==> config.mk <==
export PLATFORM = sky130hd
export DESIGN_NAME = http_header_field_validator
export DESIGN_NICKNAME = d
export VERILOG_FILES = /design/src/hdl/hhfv_pkg.sv /design/src/hdl/hhfv_step.sv /design/src/hdl/http_header_field_validator.sv
export SDC_FILE = /design/constraint.sdc
export NUM_CORES = 1
export LEC_CHECK = 0
export ABC_AREA = 1
export CORE_AREA = 2 2 56 68
export CTS_CLUSTER_DIAMETER = 40
export DETAILED_ROUTE_END_ITERATION = 10
export DIE_AREA = 0 0 58 70
export DONT_BUFFER_PORTS = 1
export HOLD_SLACK_MARGIN = 0.08
export PLACE_DENSITY = 0.7
export REMOVE_ABC_BUFFERS = 1
export SLEW_MARGIN = 10
export SYNTH_ARGS = -nofsm -noshare
export SYNTH_HDL_FRONTEND = slang
export SYNTH_SLANG_ARGS = --single-unit
export TNS_END_PERCENT = 1
==> constraint.sdc <==
create_clock -name clk -period 2 [get_ports clk]
set_input_delay 0.4 -clock clk [delete_from_list [all_inputs] [get_ports clk]]
set_output_delay 0.4 -clock clk [all_outputs]
set_load 0.01 [all_outputs]
==> src/hdl/hhfv_pkg.sv <==
package hhfv_pkg;

	// Result codes carried on the status field.
	typedef enum logic [2:0] {
		ST_OK         = 3'd0,
		ST_ACCEPT     = 3'd1,
		ST_EMPTY_NAME = 3'd2,
		ST_BAD_NAME   = 3'd3,
		ST_BAD_CTRL   = 3'd4,
		ST_BAD_CRLF   = 3'd5
	} status_t;

	// Position within a CR/LF folding sequence of the value.
	typedef enum logic [1:0] {
		FOLD_IDLE     = 2'd0,
		FOLD_AFTER_CR = 2'd1,
		FOLD_AFTER_LF = 2'd2
	} fold_t;

	// Item type codes.
	localparam logic REQ_NAME  = 1'b0;
	localparam logic REQ_VALUE = 1'b1;

	// Byte constants used by the checks.
	localparam logic [7:0] CHAR_CR    = 8'h0D;
	localparam logic [7:0] CHAR_LF    = 8'h0A;
	localparam logic [7:0] CHAR_TAB   = 8'h09;
	localparam logic [7:0] CHAR_SPACE = 8'h20;
	localparam logic [7:0] CHAR_DEL   = 8'h7F;

	// One input word.
	typedef struct packed {
		logic       req_type;
		logic [7:0] data_byte;
		logic       no_byte;
		logic       last_of_part;
	} hhfv_item_t;

	// Header state carried between words.
	typedef struct packed {
		fold_t      fold_state;
		status_t    first_error;
		logic       name_has_byte;
	} hhfv_state_t;

	// One result word.
	typedef struct packed {
		status_t status;
		logic    done_res;
	} hhfv_result_t;

	localparam hhfv_state_t STATE_RESET = '{
		fold_state:    FOLD_IDLE,
		first_error:   ST_OK,
		name_has_byte: 1'b0
	};

	// True for an HTTP token character: digit, letter or one of the listed symbols.
	function automatic logic is_token_byte(input logic [7:0] c);
		logic hit;
		hit = ((c >= 8'h30) && (c <= 8'h39)) ||
		      ((c >= 8'h41) && (c <= 8'h5A)) ||
		      ((c >= 8'h61) && (c <= 8'h7A));
		case (c)
			8'h21, 8'h23, 8'h24, 8'h25, 8'h26, 8'h27, 8'h2A, 8'h2B,
			8'h2D, 8'h2E, 8'h5E, 8'h5F, 8'h60, 8'h7C, 8'h7E: hit = 1'b1;
			default: ;
		endcase
		return hit;
	endfunction

endpackage

==> src/hdl/hhfv_step.sv <==
module hhfv_step
	import hhfv_pkg::*;
(
	input  hhfv_item_t   item,
	input  hhfv_state_t  cur,
	output hhfv_state_t  nxt,
	output hhfv_result_t result
);

	status_t err_name;
	status_t err_value;
	fold_t   fold_value;
	logic    has_byte;

	// Name words: note a byte, then check the byte and the end of an empty name.
	always_comb begin
		has_byte = cur.name_has_byte | ~item.no_byte;
		err_name = cur.first_error;
		if (!item.no_byte && !is_token_byte(item.data_byte) && err_name == ST_OK) begin
			err_name = ST_BAD_NAME;
		end
		if (item.last_of_part && !has_byte && err_name == ST_OK) begin
			err_name = ST_EMPTY_NAME;
		end
	end

	// Value words: folding checker, frozen once an error is latched.
	always_comb begin
		fold_value = cur.fold_state;
		err_value  = cur.first_error;
		if (!item.no_byte && cur.first_error == ST_OK) begin
			case (cur.fold_state)
				FOLD_AFTER_CR: begin
					if (item.data_byte == CHAR_LF) fold_value = FOLD_AFTER_LF;
					else err_value = ST_BAD_CRLF;
				end
				FOLD_AFTER_LF: begin
					if (item.data_byte == CHAR_SPACE || item.data_byte == CHAR_TAB) begin
						fold_value = FOLD_IDLE;
					end else begin
						err_value = ST_BAD_CTRL;
					end
				end
				default: begin
					if (item.data_byte == CHAR_CR) begin
						fold_value = FOLD_AFTER_CR;
					end else if (item.data_byte == CHAR_LF) begin
						fold_value = FOLD_AFTER_LF;
					end else if (item.data_byte == CHAR_DEL ||
					             (item.data_byte < CHAR_SPACE && item.data_byte != CHAR_TAB)) begin
						err_value = ST_BAD_CTRL;
					end else begin
						fold_value = FOLD_IDLE;
					end
				end
			endcase
		end
	end

	// Select the result and the state left behind; the final value word clears it.
	always_comb begin
		nxt    = cur;
		result = '{status: ST_OK, done_res: 1'b0};
		if (item.req_type == REQ_NAME) begin
			nxt.name_has_byte = has_byte;
			nxt.first_error   = err_name;
			result.status     = err_name;
		end else if (!item.last_of_part) begin
			nxt.fold_state  = fold_value;
			nxt.first_error = err_value;
			result.status   = err_value;
		end else begin
			nxt             = STATE_RESET;
			result.done_res = 1'b1;
			if (!cur.name_has_byte) result.status = ST_EMPTY_NAME;
			else if (err_value != ST_OK) result.status = err_value;
			else if (fold_value == FOLD_AFTER_CR || fold_value == FOLD_AFTER_LF) begin
				result.status = ST_BAD_CRLF;
			end else begin
				result.status = ST_ACCEPT;
			end
		end
	end

endmodule

==> src/hdl/http_header_field_validator.sv <==
// An accepted word waits in the input register; its result is shown from the output register.
// Throughput: one word per cycle; the input register, the step logic and the output register
// form a two-stage pipeline that advances whenever the output register is free or taken.
// Reset: arst_n low clears both stage valid flags and the header state at once.
// A result left waiting on out_ready holds the pipeline, and input is taken while it waits
// only when the input register is empty.
module http_header_field_validator
	import hhfv_pkg::*;
(
	input  logic       clk,
	input  logic       arst_n,
	input  logic       in_valid,
	output logic       in_ready,
	input  logic       req_type,
	input  logic [7:0] data_byte,
	input  logic       no_byte,
	input  logic       last_of_part,
	output logic       out_valid,
	input  logic       out_ready,
	output logic [2:0] status,
	output logic       done_res
);

	hhfv_item_t   item_s1;
	logic         valid_s1;
	hhfv_result_t result_s2;
	logic         valid_s2;
	hhfv_state_t  state_q;
	hhfv_state_t  state_nxt;
	hhfv_result_t result_nxt;
	logic         move_s1;
	logic         s2_free;

	// Pipeline flow control.
	assign s2_free  = ~valid_s2 | out_ready;
	assign move_s1  = valid_s1 & s2_free;
	assign in_ready = ~valid_s1 | move_s1;

	// Input register.
	always_ff @(posedge clk or negedge arst_n) begin
		if (!arst_n) begin
			valid_s1 <= 1'b0;
		end else if (in_ready) begin
			valid_s1 <= in_valid;
		end
	end

	always_ff @(posedge clk) begin
		if (in_ready && in_valid) begin
			item_s1 <= '{req_type: req_type, data_byte: data_byte,
			             no_byte: no_byte, last_of_part: last_of_part};
		end
	end

	// Per-word check and state update.
	hhfv_step u_step (
		.item   (item_s1),
		.cur    (state_q),
		.nxt    (state_nxt),
		.result (result_nxt)
	);

	// Header state advances as each word leaves the input register.
	always_ff @(posedge clk or negedge arst_n) begin
		if (!arst_n) begin
			state_q <= STATE_RESET;
		end else if (move_s1) begin
			state_q <= state_nxt;
		end
	end

	// Output register.
	always_ff @(posedge clk or negedge arst_n) begin
		if (!arst_n) begin
			valid_s2 <= 1'b0;
		end else if (s2_free) begin
			valid_s2 <= valid_s1;
		end
	end

	always_ff @(posedge clk) begin
		if (move_s1) begin
			result_s2 <= result_nxt;
		end
	end

	assign out_valid = valid_s2;
	assign status    = result_s2.status;
	assign done_res  = result_s2.done_res;

endmodule

# --- After elaboration in Yosys (flattened, before gate mapping) ---
# Index checks and enable logic that the tools add are counted.
word_totals:
  regBits: 23
  inputBits: 15
  out_inout_bits: 6
classes:
  n_lt_le_gt_ge: 7
  eq_ne: 26
  n_reduce_logical: 24
  bitwise_logic: 7
  n_mux: 26
ops:
  columns: ["operator", "count"]
  rows:
  - ["$eq 8x6->1 const B", 11]
  - ["$eq 8x7->1 const B", 6]
  - ["$mux 3", 13]
  - ["$eq 8x4->1 const B", 3]
  - ["$ge 8x7->1 const B", 2]
  - ["$le 8x7->1 const B", 2]
  - ["$reduce_or 15->1", 1]
  - ["$mux 2", 6]
  - ["$logic_and 1x1->1", 10]
  - ["$ge 8x6->1 const B", 1]
  - ["$le 8x6->1 const B", 1]
  - ["$lt 8x6->1 const B", 1]
  - ["$ne 8x4->1 const B", 1]
  - ["$logic_not 3->1", 2]
  - ["$pmux 3 s2", 1]
  - ["$logic_or 1x1->1", 5]
  - ["$mux 5", 1]
  - ["$eq 2x1->1 const B", 2]
  - ["$eq 2x2->1 const B", 2]
  - ["$mux 4", 1]
  - ["$pmux 2 s2", 1]
  - ["$reduce_and 2->1", 2]
  - ["$logic_not 1->1", 3]
  - ["$mux 1", 3]
  - ["other kinds (5)", 9]

# --- Logic depth before layout (Yosys ltp) ---
depth:
  word_depth: 15
  mapped_depth: 16

# --- By module ---
# A second synthesis with hierarchy kept.
unflattened:
  hier_cells: 183
  area_unflattened_um2: 1397.6
by_module_without_submodules:
  columns: ["mod", "cells_each", "area_per_inst_um2", "n_inst", "seq_area_each_um2"]
  rows:
  - ["http_header_field_validator", 51, 782.0, 1, 650.6]
  - ["hhfv_step", 132, 615.6, 1, 0.0]

# --- Worst setup path after synthesis ---
# Ideal clock, no wire load.
synth_timing:
  kind: "register to register"
  from: "reg state_q[4] (netlist bit)"
  to: "reg result_s2 (netlist bit status[2]), data pin"
  path_stages_with_launch: 13
  arrival_ns: 1.439
  setup_ns: 0.253
  setup_slack_ns: 0.309
  path_cell_list: "dfrtp_1 > inv_1 > ha_1 > nor2_1 > o21ai_2 > nand3_1 > nor2_1 > nor2_2 > nand2_1 > nand3_1 > nand2_1 > nand2_1 > nand2_1"
synth_rtl:
  columns: ["element", "line_no", "source"]
  rows:
  - ["start: declaration", "http_header_field_validator.sv:28", "hhfv_state_t state_q;"]
  - ["start signal: assignment", "http_header_field_validator.sv:68", "state_q <= state_nxt;"]
  - ["end signal: assignment", "http_header_field_validator.sv:83", "result_s2 <= result_nxt;"]
  - ["end: declaration", "http_header_field_validator.sv:26", "hhfv_result_t result_s2;"]

==> run_results.csv <==
group,metric,value,unit
outcome,run_status,"completed",
route,drc_errors,0,
worst_setup_path,max_stage_delay,0.38,ns
floorplanning,io_pins,21,
global_routing,grt_first_pass_wirelength,4850,um
sta,worst_pin_slew,0.418,ns
floorplanning,die_x,58,um
route,ant_nets,0,
place,portBuffers,0,
worst_setup_path,critPathSlowestCell,"dfrtp_1",
route,num_vias,1237,
power,powerDensity,757,nW/um^2
sta,setup_viol,0,
worst_setup_path,crit_path_frequent_cell,"nand2_1",
clock_tree,post_cts_buffers,0,
sta,finClkSkew,0.00574,ns
worst_setup_path,r2r_slack,0.19,ns
route,vias_per_cell,5.31,
route,wl,2720,um
sta,relSlewSlack,72.0,%
floorplanning,rows,24,
power,ir_drop,691,uV
clock_tree,clkLatencyLatePin,0.26,ns
worst_setup_path,required,2.03,ns
layout,fin_cells,233,
route,first_pass_iters,4,
clock_tree,cts.htree.levels,1,
layout,post-route-util,45.2,%
worst_setup_path,critPathMaxFanout,4,
power,total_power,0.00119,W
layout,diodes,0,
yosys,ys.flop_type,"edfxtp_1",
yosys,ys_types,27,
sta,period_share,90.6,%
yosys,yosysMostFrequentCell,"nand2_1",
floorplanning,dieArea,4060,sq um
worst_hold_path,hold_class,"input pin to register",
layout,drive_gt1_share,20.1,%
sta,maxClockFrequency,552,MHz
layout,nets,212,
route,drt_iter0_drc,49,
worst_setup_path,arrival,1.84,ns
global_routing,grt_util_all_layers,15.1,%
sta,hold-worst-slack,0.228,ns
clock_tree,clk_transition_reported_paths,0.08,ns
sta,hold_viol_final,0,
sta,slew_violations,0,
floorplanning,core-area,3480,sq um
clock_tree,cts_buffers,3,
yosys,synth_seq_cells,23,
worst_setup_path,criticalPathCategory,"register to register",
sta,final.setup.tns,0,ns
worst_setup_path,cp-end-kind,"register",
yosys,netlist_instances,189,
worst_setup_path,start_kind,"register",
worst_setup_path,path_buf_inv,1,
place,gp_routability_congestion,0.871,
yosys,synth.avg_cell_area,7.75,sq um
route,wire_per_inst,11.7,um
yosys,ys_top_cells_by_count,"nand2_1 (47), inv_1 (23), nor2_1 (19)",
place,place_inst,228,
yosys,yosysWarnings,0,
place,dpl.hpwl,2150,um
global_routing,grt_max_degree,14,
yosys,synth_edf_count,15,
yosys,synth_area_leaders,"edfxtp_1 (31%), dfrtp_1 (14%), nand2_1 (12%)",
floorplanning,initial_core_util,42.1,%
clock_tree,clock-sinks,23,
worst_setup_path,critPathTopFamily,"simple AND/OR/NAND/NOR gates",
global_routing,gr-total-overflow,0,
yosys,netlist.area_leader.share,30.7,%
power,p_leak,0.773,nW
global_routing,grt_pass1_vias,1215,
yosys,ys_seq_area_share,44.4,%
worst_setup_path,path_cells,"inv_1 > ha_1 > nor2_2 > o21ai_2 > nand3_1 > nor2_1 > nor2_2 > nand2_1 > nand3_1 > nand2_1 > nand2_1 > nand2_1",
clock_tree,cts_root_buffer,"clkbuf_8",
clock_tree,clockBufferDepth,2,
sta,period_minus_slack,1.81,ns
yosys,synth_area,1470,sq um
yosys,async_reset_ff_share,34.8,%
clock_tree,cts_tree,"done",
floorplanning,die_y,70,um
global_routing,antenna_found_initial,0,
yosys,synth.largest_area_cell,"edfxtp_1",
layout,syn_to_final_growth,7.51,%
run,drv_cap,0,
-- what timing repair did --
| action | 4_1_cts | 5_1_grt |
|---|---|---|
| endpoints found under the setup margin | 0 | 1 |
| resized for setup | 0 | 3 |
| hold endpoints to repair | 8 | 0 |
| hold buffers | 1 | 0 |
-- layout make-up --
type	instances	area [sq um]
sequential	23	651
clock inverter	1	5.00
fill	328	1910
clock buffer	3	41.3
inverter	33	124
multi-input combinational	133	696
tap	39	48.8
timing repair buffer	1	10.0
-- cells by family after synthesis --
kind of cell | Yosys count | synth area share [%]
AO/OA/AOI/OAI | 25 | 10.1
flip-flops | 23 | 44.4
adder cells (fa/ha/maj) | 2 | 1.71
AND/OR/NAND/NOR | 106 | 35.4
buffers and inverters | 33 | 8.45
-- report_power, final --
group          switching (W)  internal (W)
clock network       0.000138      0.000139
logic               0.000189     0.0000899
registers          0.0000560      0.000580
total               0.000383      0.000809
-- layout by cell type, fill, tap and decap left out, types with 2 or more instances in the layout --
master,count
nor3_1,2
nand2_1,47
inv_2,11
clkbuf_8,3
o22ai_1,3
nand4_1,3
nor2_2,8
dfrtp_1,8
inv_1,22
nand2_2,7
nor2_1,17
nand3_1,15
a21oi_1,8
o21ai_0,5
edfxtp_1,15
nand2_4,3
o21ai_1,3
ha_1,2
-- flip-flops by register name, indices dropped and copies added, names as in the netlist --
| name | cells |
|---|---|
| out_valid | 1 |
| status | 3 |
| done_res | 1 |
| state_q | 6 |
| item_s1 | 11 |
| valid_s1 | 1 |
-- layer usage --
layer / wire, um / share of wire, % / vias to the layer above / track usage, %
met2: 1420 / 52 / 30 / 26.5
met1: 1180 / 43 / 578 / 16.7
met4: 40 / 1.5 / 0 / 7.49
li1: - / - / 625 / -
met5: 0 / 0 / - / 0
met3: 87 / 3.2 / 4 / 3.33
-- per-stage QoR --
| stage | setup WS (ns) | cell area (sq um) |
|---|---|---|
| 5_1_grt | -0.0118 | 1580 |
| 6_report | 0.189 | 1580 |
| 4_1_cts | 0.160 | 1570 |
| 2_1_floorplan | 0.309 | 1470 |
| 3_5_place_dp | 0.160 | 1510 |
| 3_3_place_gp | 0.167 | 1510 |
-- final timing paths --
kind	cells after the start	endpoint	from
setup / recovery	12	status[2]	state_q[4]
setup reg to reg	12	status[2]	state_q[4]
min in group asynchronous	1	state_q[5]	arst_n
hold reg to reg	2	state_q[0]	state_q[0]
max in group asynchronous	1	state_q[1]	arst_n
hold / removal	0	item_s1[0]	last_of_part
(Power assumes the default switching activity.)
